`src/hw/rtl/vbr_pkg.sv`:
```
`timescale 1ns / 1ps
// ============================================================================
// vbr_pkg: shared types and constants of the velocity brightness ramp
// Item formats, configuration register indexes and reset values.
// ============================================================================
package vbr_pkg;

   // Default parameter values for the top level.
   localparam int TIME_BITS_DEFAULT = 32;
   localparam int FRAC_BITS_DEFAULT = 16;

   // Number of quotient bits of the ramp division (the offset is one level).
   localparam int RAMP_Q_BITS = 8;

   // Configuration register indexes.
   localparam logic [1:0] CSR_MIN_LEVEL  = 2'd0;
   localparam logic [1:0] CSR_MAX_LEVEL  = 2'd1;
   localparam logic [1:0] CSR_FULL_SPEED = 2'd2;
   localparam logic [1:0] CSR_RAMP_MS    = 2'd3;

   // Configuration reset values.
   localparam logic [7:0]  MIN_LEVEL_RESET  = 8'd50;
   localparam logic [7:0]  MAX_LEVEL_RESET  = 8'd240;
   localparam logic [15:0] FULL_SPEED_RESET = 16'd800;
   localparam logic [15:0] RAMP_MS_RESET    = 16'd200;

   // Depth of the queue between the front and the back.
   localparam int QUEUE_DEPTH = 2;
   localparam int QUEUE_PTR_W = $clog2(QUEUE_DEPTH);

   typedef struct packed {
      logic [15:0] speed;
      logic [7:0]  current_level;
      logic [31:0] now_ms;
      logic        first_pass;
   } vbr_req_type;

   typedef struct packed {
      logic [7:0] level_out;
      logic [7:0] target_out;
   } vbr_rsp_type;

   typedef struct packed {
      logic [7:0]  min_level;
      logic [7:0]  max_level;
      logic [15:0] full_speed;
      logic [15:0] ramp_ms;
   } vbr_cfg_type;

   // An item after classification by the front.
   typedef struct packed {
      vbr_req_type req;
      logic        saturated;
      logic        span_neg;
      logic [7:0]  span_mag;
   } vbr_work_type;

   // Head of the queue as seen by the back.
   typedef struct packed {
      logic         valid;
      vbr_work_type work;
   } vbr_head_type;

endpackage

```
`src/hw/rtl/vbr_front.sv`:
```
`timescale 1ns / 1ps
// ============================================================================
// vbr_front: input acceptance and classification
// Accepts items while the queue has room and tags each one with its
// saturation flag and the sign and magnitude of the level span.
// ============================================================================
module vbr_front (
   input  vbr_pkg::vbr_req_type  req_data,
   input  logic                  req_valid,
   output logic                  req_stall,
   input  vbr_pkg::vbr_cfg_type  cfg,
   input  logic                  queue_full,
   output logic                  push,
   output vbr_pkg::vbr_work_type push_work
);
   import vbr_pkg::*;

   logic span_neg;

   assign req_stall = queue_full;
   assign push      = req_valid && !queue_full;
   assign span_neg  = cfg.max_level < cfg.min_level;

   always_comb begin
      push_work.req       = req_data;
      // A zero full speed saturates every item, which matches the compare.
      push_work.saturated = req_data.speed >= cfg.full_speed;
      push_work.span_neg  = span_neg;
      push_work.span_mag  = span_neg ? cfg.min_level - cfg.max_level
                                     : cfg.max_level - cfg.min_level;
   end

endmodule

```
`src/hw/rtl/vbr_queue.sv`:
```
`timescale 1ns / 1ps
// ============================================================================
// vbr_queue: short queue between the front and the back
// A small circular buffer of classified items.
// ============================================================================
module vbr_queue (
   input  logic                  clock,
   input  logic                  reset,
   input  logic                  push,
   input  vbr_pkg::vbr_work_type push_work,
   input  logic                  pop,
   output vbr_pkg::vbr_head_type head,
   output logic                  full
);
   import vbr_pkg::*;

   vbr_work_type                 entry_ff [QUEUE_DEPTH];
   logic [QUEUE_PTR_W-1:0]       wr_ptr_ff, wr_ptr_in;
   logic [QUEUE_PTR_W-1:0]       rd_ptr_ff, rd_ptr_in;
   logic [QUEUE_PTR_W:0]         count_ff, count_in;

   assign full       = count_ff == (QUEUE_PTR_W+1)'(QUEUE_DEPTH);
   assign head.valid = count_ff != '0;
   assign head.work  = entry_ff[rd_ptr_ff];

   function automatic logic [QUEUE_PTR_W-1:0] next_ptr(input logic [QUEUE_PTR_W-1:0] p);
      next_ptr = (p == QUEUE_PTR_W'(QUEUE_DEPTH-1)) ? '0 : p + 1'b1;
   endfunction

   always_comb begin
      wr_ptr_in = push ? next_ptr(wr_ptr_ff) : wr_ptr_ff;
      rd_ptr_in = pop  ? next_ptr(rd_ptr_ff) : rd_ptr_ff;
      count_in  = count_ff;
      if (push && !pop) begin
         count_in = count_ff + 1'b1;
      end else if (pop && !push) begin
         count_in = count_ff - 1'b1;
      end
   end

   always_ff @(posedge clock) begin
      if (reset) begin
         wr_ptr_ff <= '0;
         rd_ptr_ff <= '0;
         count_ff  <= '0;
      end else begin
         wr_ptr_ff <= wr_ptr_in;
         rd_ptr_ff <= rd_ptr_in;
         count_ff  <= count_in;
      end
      if (push) begin
         entry_ff[wr_ptr_ff] <= push_work;
      end
   end

endmodule

```
`src/hw/rtl/vbr_back.sv`:
```
`timescale 1ns / 1ps
// ============================================================================
// vbr_back: target and ramp computation
// Sequencer around one shared bit-serial divider and a multiplier step;
// holds the ramp state and the result register.
// ============================================================================
module vbr_back #(
   parameter int TIME_BITS = vbr_pkg::TIME_BITS_DEFAULT,
   parameter int FRAC_BITS = vbr_pkg::FRAC_BITS_DEFAULT
) (
   input  logic                  clock,
   input  logic                  reset,
   input  vbr_pkg::vbr_cfg_type  cfg,
   input  vbr_pkg::vbr_head_type head,
   output logic                  pop,
   output logic                  rsp_valid,
   input  logic                  rsp_stall,
   output vbr_pkg::vbr_rsp_type  rsp_data
);
   import vbr_pkg::*;

   localparam int CNT_W = $clog2(FRAC_BITS);
   localparam int NUM_W = 25;
   localparam logic [FRAC_BITS+8:0] HALF = (FRAC_BITS+9)'(1) << (FRAC_BITS-1);

   typedef enum logic [8:0] {
      S_IDLE = 9'b000000001,
      S_DIV  = 9'b000000010,
      S_SQR  = 9'b000000100,
      S_CUBE = 9'b000001000,
      S_TGT  = 9'b000010000,
      S_UPD  = 9'b000100000,
      S_CHK  = 9'b001000000,
      S_RDIV = 9'b010000000,
      S_DONE = 9'b100000000
   } vbr_state_type;

   vbr_state_type          state_ff, state_in;
   vbr_work_type           work_ff, work_in;
   logic [CNT_W-1:0]       cnt_ff, cnt_in;
   logic [17:0]            rem_ff, rem_in;
   logic [7:0]             low_ff, low_in;
   logic [FRAC_BITS-1:0]   q_ff, q_in;
   logic [FRAC_BITS-1:0]   pw_ff, pw_in;
   logic [7:0]             target_ff, target_in;
   logic [7:0]             result_ff, result_in;
   logic                   ramp_neg_ff, ramp_neg_in;
   logic [7:0]             held_ff, held_in;
   logic [7:0]             start_lvl_ff, start_lvl_in;
   logic [TIME_BITS-1:0]   start_time_ff, start_time_in;
   logic [TIME_BITS-1:0]   elapsed_ff, elapsed_in;
   logic                   rsp_valid_ff, rsp_valid_in;
   vbr_rsp_type            rsp_data_ff, rsp_data_in;

   logic [17:0]            div_shift, div_den, div_rem;
   logic                   div_ge;
   logic [2*FRAC_BITS-1:0] sq_prod;
   logic [FRAC_BITS+7:0]   tgt_prod;
   logic [FRAC_BITS+8:0]   tgt_sum;
   logic [7:0]             tgt_off;
   logic [63:0]            now_wide;
   logic [TIME_BITS-1:0]   now_t;
   logic                   restart;
   logic [7:0]             ramp_mag;
   logic                   ramp_neg;
   logic [23:0]            ramp_prod;
   logic [NUM_W-1:0]       ramp_num;
   logic                   rsp_take;
   logic                   rsp_load;

   assign rsp_valid = rsp_valid_ff;
   assign rsp_data  = rsp_data_ff;
   assign rsp_take  = rsp_valid_ff && !rsp_stall;
   assign rsp_load  = (state_ff == S_DONE) && (!rsp_valid_ff || rsp_take);
   assign pop       = (state_ff == S_IDLE) && head.valid;

   assign now_wide  = {32'b0, work_ff.req.now_ms};
   assign now_t     = now_wide[TIME_BITS-1:0];

   always_comb begin
      // Shared restoring divider step: speed fraction or ramp offset.
      div_shift = {rem_ff[16:0], (state_ff == S_RDIV) ? low_ff[7] : 1'b0};
      div_den   = (state_ff == S_RDIV) ? {1'b0, cfg.ramp_ms, 1'b0}
                                       : {2'b0, cfg.full_speed};
      div_ge    = div_shift >= div_den;
      div_rem   = div_ge ? div_shift - div_den : div_shift;

      sq_prod   = {{FRAC_BITS{1'b0}}, (state_ff == S_SQR) ? q_ff : pw_ff}
                * {{FRAC_BITS{1'b0}}, q_ff};
      tgt_prod  = {8'b0, pw_ff} * {{FRAC_BITS{1'b0}}, work_ff.span_mag};
      tgt_sum   = {1'b0, tgt_prod} + HALF;
      tgt_off   = tgt_sum[FRAC_BITS+7:FRAC_BITS];

      restart   = !work_ff.req.first_pass && (held_ff != target_ff)
                && (start_lvl_ff != work_ff.req.current_level);

      ramp_neg  = target_ff < start_lvl_ff;
      ramp_mag  = ramp_neg ? start_lvl_ff - target_ff : target_ff - start_lvl_ff;
      ramp_prod = {8'b0, elapsed_ff[15:0]} * {16'b0, ramp_mag};
      ramp_num  = {ramp_prod, 1'b0} + {9'b0, cfg.ramp_ms};
   end

   always_comb begin
      state_in      = state_ff;
      work_in       = work_ff;
      cnt_in        = cnt_ff;
      rem_in        = rem_ff;
      low_in        = low_ff;
      q_in          = q_ff;
      pw_in         = pw_ff;
      target_in     = target_ff;
      result_in     = result_ff;
      ramp_neg_in   = ramp_neg_ff;
      held_in       = held_ff;
      start_lvl_in  = start_lvl_ff;
      start_time_in = start_time_ff;
      elapsed_in    = elapsed_ff;
      rsp_valid_in  = rsp_take ? 1'b0 : rsp_valid_ff;
      rsp_data_in   = rsp_data_ff;

      unique case (state_ff)
         S_IDLE: begin
            if (head.valid) begin
               work_in   = head.work;
               target_in = cfg.max_level;
               rem_in    = {2'b0, head.work.req.speed};
               q_in      = '0;
               cnt_in    = CNT_W'(FRAC_BITS-1);
               state_in  = head.work.saturated ? S_UPD : S_DIV;
            end
         end
         S_DIV: begin
            rem_in = div_rem;
            q_in   = {q_ff[FRAC_BITS-2:0], div_ge};
            cnt_in = cnt_ff - 1'b1;
            if (cnt_ff == '0) begin
               state_in = S_SQR;
            end
         end
         S_SQR: begin
            pw_in    = sq_prod[2*FRAC_BITS-1:FRAC_BITS];
            state_in = S_CUBE;
         end
         S_CUBE: begin
            pw_in    = sq_prod[2*FRAC_BITS-1:FRAC_BITS];
            state_in = S_TGT;
         end
         S_TGT: begin
            target_in = work_ff.span_neg ? cfg.min_level - tgt_off
                                         : cfg.min_level + tgt_off;
            state_in  = S_UPD;
         end
         S_UPD: begin
            held_in = target_ff;
            if (restart) begin
               start_lvl_in  = work_ff.req.current_level;
               start_time_in = now_t;
               elapsed_in    = '0;
            end else begin
               elapsed_in    = now_t - start_time_ff;
            end
            state_in = S_CHK;
         end
         S_CHK: begin
            result_in   = target_ff;
            ramp_neg_in = ramp_neg;
            rem_in      = {1'b0, ramp_num[NUM_W-1:RAMP_Q_BITS]};
            low_in      = ramp_num[RAMP_Q_BITS-1:0];
            q_in        = '0;
            cnt_in      = CNT_W'(RAMP_Q_BITS-1);
            if (work_ff.req.current_level == target_ff || cfg.ramp_ms == '0
                || elapsed_ff > TIME_BITS'(cfg.ramp_ms)) begin
               state_in = S_DONE;
            end else begin
               state_in = S_RDIV;
            end
         end
         S_RDIV: begin
            rem_in = div_rem;
            low_in = {low_ff[6:0], 1'b0};
            q_in   = {q_ff[FRAC_BITS-2:0], div_ge};
            cnt_in = cnt_ff - 1'b1;
            if (cnt_ff == '0) begin
               result_in = ramp_neg_ff ? start_lvl_ff - q_in[7:0]
                                       : start_lvl_ff + q_in[7:0];
               state_in  = S_DONE;
            end
         end
         S_DONE: begin
            if (rsp_load) begin
               rsp_valid_in           = 1'b1;
               rsp_data_in.level_out  = result_ff;
               rsp_data_in.target_out = target_ff;
               state_in               = S_IDLE;
            end
         end
         default: begin
            state_in = S_IDLE;
         end
      endcase
   end

   always_ff @(posedge clock) begin
      if (reset) begin
         state_ff      <= S_IDLE;
         held_ff       <= '0;
         start_lvl_ff  <= '0;
         start_time_ff <= '0;
         rsp_valid_ff  <= 1'b0;
      end else begin
         state_ff      <= state_in;
         held_ff       <= held_in;
         start_lvl_ff  <= start_lvl_in;
         start_time_ff <= start_time_in;
         rsp_valid_ff  <= rsp_valid_in;
      end
      work_ff     <= work_in;
      cnt_ff      <= cnt_in;
      rem_ff      <= rem_in;
      low_ff      <= low_in;
      q_ff        <= q_in;
      pw_ff       <= pw_in;
      target_ff   <= target_in;
      result_ff   <= result_in;
      ramp_neg_ff <= ramp_neg_in;
      elapsed_ff  <= elapsed_in;
      rsp_data_ff <= rsp_data_in;
   end

endmodule

```
`src/hw/rtl/velocity_brightness_ramp_unit.sv`:
```
`timescale 1ns / 1ps
// ============================================================================
// velocity_brightness_ramp_unit: speed to brightness mapping with ramping
// Maps a rotation speed to a target LED level through a cubic curve and
// ramps the applied level linearly toward it over a set time.
// ============================================================================
//
// Channel  Direction  Handshake              Payload
// -------  ---------  ---------------------  -------------------------------
// req      in         req_valid / req_stall  speed, current_level, now_ms,
//                                            first_pass
// rsp      out        rsp_valid / rsp_stall  level_out, target_out
// csr      in         csr_we                 csr_index, csr_wdata
//
// A ramping item below full speed keeps the back busy through the bit-serial
// divider that forms the speed fraction, the squaring and cubing steps, the
// target step, the ramp update and check, and the ramp division. A saturated
// item skips the fraction and the curve; an item that needs no ramp division
// skips it.
// Reset is synchronous and restores the configuration defaults and clears
// the ramp state; it needs no clearing pass.
// The front keeps accepting items into a two-entry queue while the back
// works or its result waits on rsp_stall, so each side stalls on its own.
//
module velocity_brightness_ramp_unit #(
   parameter int TIME_BITS = vbr_pkg::TIME_BITS_DEFAULT,
   parameter int FRAC_BITS = vbr_pkg::FRAC_BITS_DEFAULT
) (
   input  logic                 clock,
   input  logic                 reset,
   input  logic                 req_valid,
   output logic                 req_stall,
   input  vbr_pkg::vbr_req_type req_data,
   output logic                 rsp_valid,
   input  logic                 rsp_stall,
   output vbr_pkg::vbr_rsp_type rsp_data,
   input  logic                 csr_we,
   input  logic [1:0]           csr_index,
   input  logic [15:0]          csr_wdata
);
   import vbr_pkg::*;

   // Configuration registers. The user must write them only while the block is
   // idle (the block does not enforce it), so the front and the back read them directly.
   vbr_cfg_type  cfg_ff, cfg_in;

   logic         queue_full;
   logic         push;
   vbr_work_type push_work;
   logic         pop;
   vbr_head_type head;

   always_comb begin
      cfg_in = cfg_ff;
      if (csr_we) begin
         unique case (csr_index)
            CSR_MIN_LEVEL:  cfg_in.min_level  = csr_wdata[7:0];
            CSR_MAX_LEVEL:  cfg_in.max_level  = csr_wdata[7:0];
            CSR_FULL_SPEED: cfg_in.full_speed = csr_wdata;
            CSR_RAMP_MS:    cfg_in.ramp_ms    = csr_wdata;
         endcase
      end
   end

   always_ff @(posedge clock) begin
      if (reset) begin
         cfg_ff.min_level  <= MIN_LEVEL_RESET;
         cfg_ff.max_level  <= MAX_LEVEL_RESET;
         cfg_ff.full_speed <= FULL_SPEED_RESET;
         cfg_ff.ramp_ms    <= RAMP_MS_RESET;
      end else begin
         cfg_ff <= cfg_in;
      end
   end

   // The front classifies each item as it is accepted.
   vbr_front u_front (
      .req_data   (req_data),
      .req_valid  (req_valid),
      .req_stall  (req_stall),
      .cfg        (cfg_ff),
      .queue_full (queue_full),
      .push       (push),
      .push_work  (push_work)
   );

   vbr_queue u_queue (
      .clock     (clock),
      .reset     (reset),
      .push      (push),
      .push_work (push_work),
      .pop       (pop),
      .head      (head),
      .full      (queue_full)
   );

   // The back computes the target, updates the ramp state and holds the
   // result register.
   vbr_back #(
      .TIME_BITS (TIME_BITS),
      .FRAC_BITS (FRAC_BITS)
   ) u_back (
      .clock     (clock),
      .reset     (reset),
      .cfg       (cfg_ff),
      .head      (head),
      .pop       (pop),
      .rsp_valid (rsp_valid),
      .rsp_stall (rsp_stall),
      .rsp_data  (rsp_data)
   );

endmodule

```
`config.mk`:
```
export PLATFORM = sky130hd
export DESIGN_NAME = velocity_brightness_ramp_unit
export DESIGN_NICKNAME = d
export VERILOG_FILES = /design/src/hw/rtl/vbr_pkg.sv /design/src/hw/rtl/vbr_front.sv /design/src/hw/rtl/vbr_queue.sv /design/src/hw/rtl/vbr_back.sv /design/src/hw/rtl/velocity_brightness_ramp_unit.sv
export SDC_FILE = /design/constraint.sdc
export NUM_CORES = 2
export LEC_CHECK = 0
export BUFFER_PORTS_ARGS = -buffer_cell sky130_fd_sc_hd__buf_4
export CAP_MARGIN = 20
export CORE_ASPECT_RATIO = 0.5
export CORE_UTILIZATION = 50
export DETAILED_ROUTE_END_ITERATION = 10
export GPL_ROUTABILITY_DRIVEN = 0
export PLACE_DENSITY = 0.67
export SLEW_MARGIN = 20
export SYNTH_ARGS = -nofsm -noshare
export SYNTH_HDL_FRONTEND = slang
export SYNTH_SLANG_ARGS = --single-unit
```
`constraint.sdc`:
```
create_clock -name clock -period 10.3 [get_ports clock]
set_clock_uncertainty 0.15 [all_clocks]
set_input_delay 2.06 -clock clock [delete_from_list [all_inputs] [get_ports clock]]
set_output_delay 2.06 -clock clock [all_outputs]
set_load 0.02 [all_outputs]
```
==> reports/qor.yml <==
min_to: "u_back.rsp_data[8]"
portBuffers: 97
ys_ff_latch: 421
min_from: "u_back.result_ff[0]"
synth_area_leaders: "edfxtp_1, fa_1, ha_1, dfxtp_1, inv_1"
fillCellCount: 6473
finalSetupTns_ns: 0
path_clk_slew_ns: 0.06
slowest_stage: "nor4bb_1"
final_nets: 4609
cp-start-kind: "flop"
postCtsSetupBuffers: 0
required_ns: 10.47
startpoint: "u_back.target_ff[0]"
hpwl_mm: 64.4
grt_usage_pct: 23.2
final_common_cell: "inv_1"
tightest_slew_ns: 1.15
hold_depth: 0
coreArea_mm2: 0.0736
cts_tree: "done"
area_growth_syn_to_layout_pct: 8.29
final_layout_size_suffix_gt1_share_pct: 7.76
rsz0062_at_grt: "no"
fin_crit_sh_pct: 92.5
fin_crit_ns: 9.53
routed_wl_mm: 85.7
wire_per_inst_um: 17.8
async_reset_ff_share_pct: 0
via_per_inst: 5.46
syn-cell-area_mm2: 0.0375
drtAntennaViolNets: 0
hold_path_class: "reg2reg"
pin_count: 98
first_iter_violations: 1561
grt_pass1_vias: 27300
outcome: "finished, final reports clean"
ys_seq_area_share_pct: 30.8
die_width_um: 389
vias: 26300
rr_endpoint: "u_back.rem_ff[13]"
r2r_start: "u_back.target_ff[0]"
grt_max_degree: 70
finalSetupViolCount: 0
maxSlewViolCount: 0
criticalPathCategory: "reg2reg"
clock.fmax_mhz: 105
synthesis.instances: 3790
r2r_slack_ns: 0.77
cts.htree.levels: 2
dieArea_mm2: 0.0761
r2r_cells: 37
crit_arrival_ns: 9.70
yosysUniqueCellTypes: 69
cpPeakStageDelay_ns: 0.62
cts_buffers: 42
cts_resized: 0
drt_first_pass_iters: 5
crit_fanout: 16
synth_edf_count: 310
postCtsHoldBufs: 0
core.rowCount: 70
hold_violations: 0
placed_area_mm2: 0.0392
mostFrequentLayoutCells: "inv_1, nand2_1, fa_1, ha_1, edfxtp_1"
initial_core_util_pct: 50.9
grt_pass1_wl_mm: 142
yosys.area.top_type: "edfxtp_1"
synth_warnings: 0
cts-root-buf: "clkbuf_16"
syn-num-nets: 4579
die-height_um: 196
end_kind: "flop"
finalInstanceArea_mm2: 0.0406
crit_top_cell: "fa_1"
max_slew_margin_pct: 23.4
cts_max_path_buffers: 3
cap_violations: 0
clock_sinks: 421
clk_latency_ns: 0.59
antenna_found_initial: 4
syn_area_per_cell_um2: 9.89
synth_top_cell_area_share_pct: 24.8
ys.flop_type: "edfxtp_1"
grt-ovfl-total: 0
post-route-drc-count: 0
## synth_stat cells, types with 59 or more instances
master	instances
inv_1	548
nand2_1	466
fa_1	369
ha_1	340
edfxtp_1	310
and2_1	245
a21oi_1	201
nor2_1	165
clkbuf_1	137
dfxtp_1	111
xnor2_1	108
o21ai_0	102
mux2_2	75
a21o_1	62
xor2_1	59
## cells by family (layout without fill, tap and decap cells)
kind of cell | count (synthesis) | count (layout) | share of synthesized area [%]
muxes | 123 | 123 | 3.54
other | 0 | 1 | 0
xor gates and xnor gates | 167 | 167 | 3.90
adders and majority gates | 709 | 709 | 31.1
and+or+nand+nor | 1139 | 1139 | 14.8
DFF | 421 | 421 | 30.8
AOI/OAI and AO/OA | 537 | 537 | 8.96
buffers and inverters | 694 | 758 | 6.95
## state kept, by name, summed over array words and instances (netlist names), named ones only
signal,flops
u_back.ramp_neg_ff,1
u_back.rsp_data,16
u_queue.count_ff,2
u_back.rem_ff,17
u_back.held_ff,8
u_back.low_ff,8
u_queue.rd_ptr_ff,1
u_back.state_ff,9
u_queue.wr_ptr_ff,1
u_back.result_ff,8
u_back.now_t,32
u_back.work_ff,18
u_back.start_lvl_ff,8
u_back.q_ff,16
cfg_ff,48
u_back.rsp_valid,1
u_back.cnt_ff,4
u_back.target_ff,8
u_queue.entry_ff,134
u_back.pw_ff,16
u_back.elapsed_ff,32
u_back.start_time_ff,32
## worst max path at each step
| stage | endpoint | slack [ns] |
|---|---|---|
| finish | u_back.rem_ff[13] | 0.77 |
| global route | u_back.rem_ff[13] | 0.22 |
| CTS | u_back.rem_ff[13] | 0.82 |
| detailed placement | u_back.rem_ff[13] | 0.83 |
| global placement | u_back.rem_ff[13] | 1.06 |
| floorplan | u_back.rem_ff[13] | 1.77 |
## layout make-up
class                   instances  area, um2  area share (%)
diodes                          1       2.50         0.00617
inverters                     550       2060            5.09
clock buffers                  58       1150            2.84
repair buffers                130        976            2.40
clock inverters                20        220           0.543
flip-flops and latches        421      11500            28.4
well taps                     972       1220            3.00
multi-input cells            2675      23400            57.7
## layer usage
layer  share of wire, %  global-route usage [%]  vias up
met4                2.4                    5.86        0
li1                   -                       -    12500
met5                  0                       0        -
met1                 45                    31.2    13100
met3                5.0                    3.06      124
met2                 48                    39.7      597
## stage by stage
stage | cells | setup WS (ns) | utilization (%) | hold slack, ns
3_5_place_dp | 4748 | 0.833 | 53.3 | 0.257
3_3_place_gp | 4748 | 1.06 | 53.3 | 0.261
4_1_cts | 4826 | 0.819 | 55.1 | 0.263
2_1_floorplan | 3790 | 1.77 | - | 0.250
6_report | 4827 | 0.770 | 55.2 | 0.256
5_1_grt | 4827 | 0.218 | 55.2 | 0.262
## critical path: cells and delay by family (launching register included)
family | cells | cell delay, ns
mux | 1 | 0.36
xor+xnor | 2 | 0.47
buf+inv | 5 | 0.47
fa+ha+maj | 8 | 3.04
simple gates | 7 | 1.59
compound gates | 14 | 2.64
flops | 1 | 0.52
Power is not shown: default switching activity piles up to over one toggle a cycle in this logic, so the estimate is an artifact.
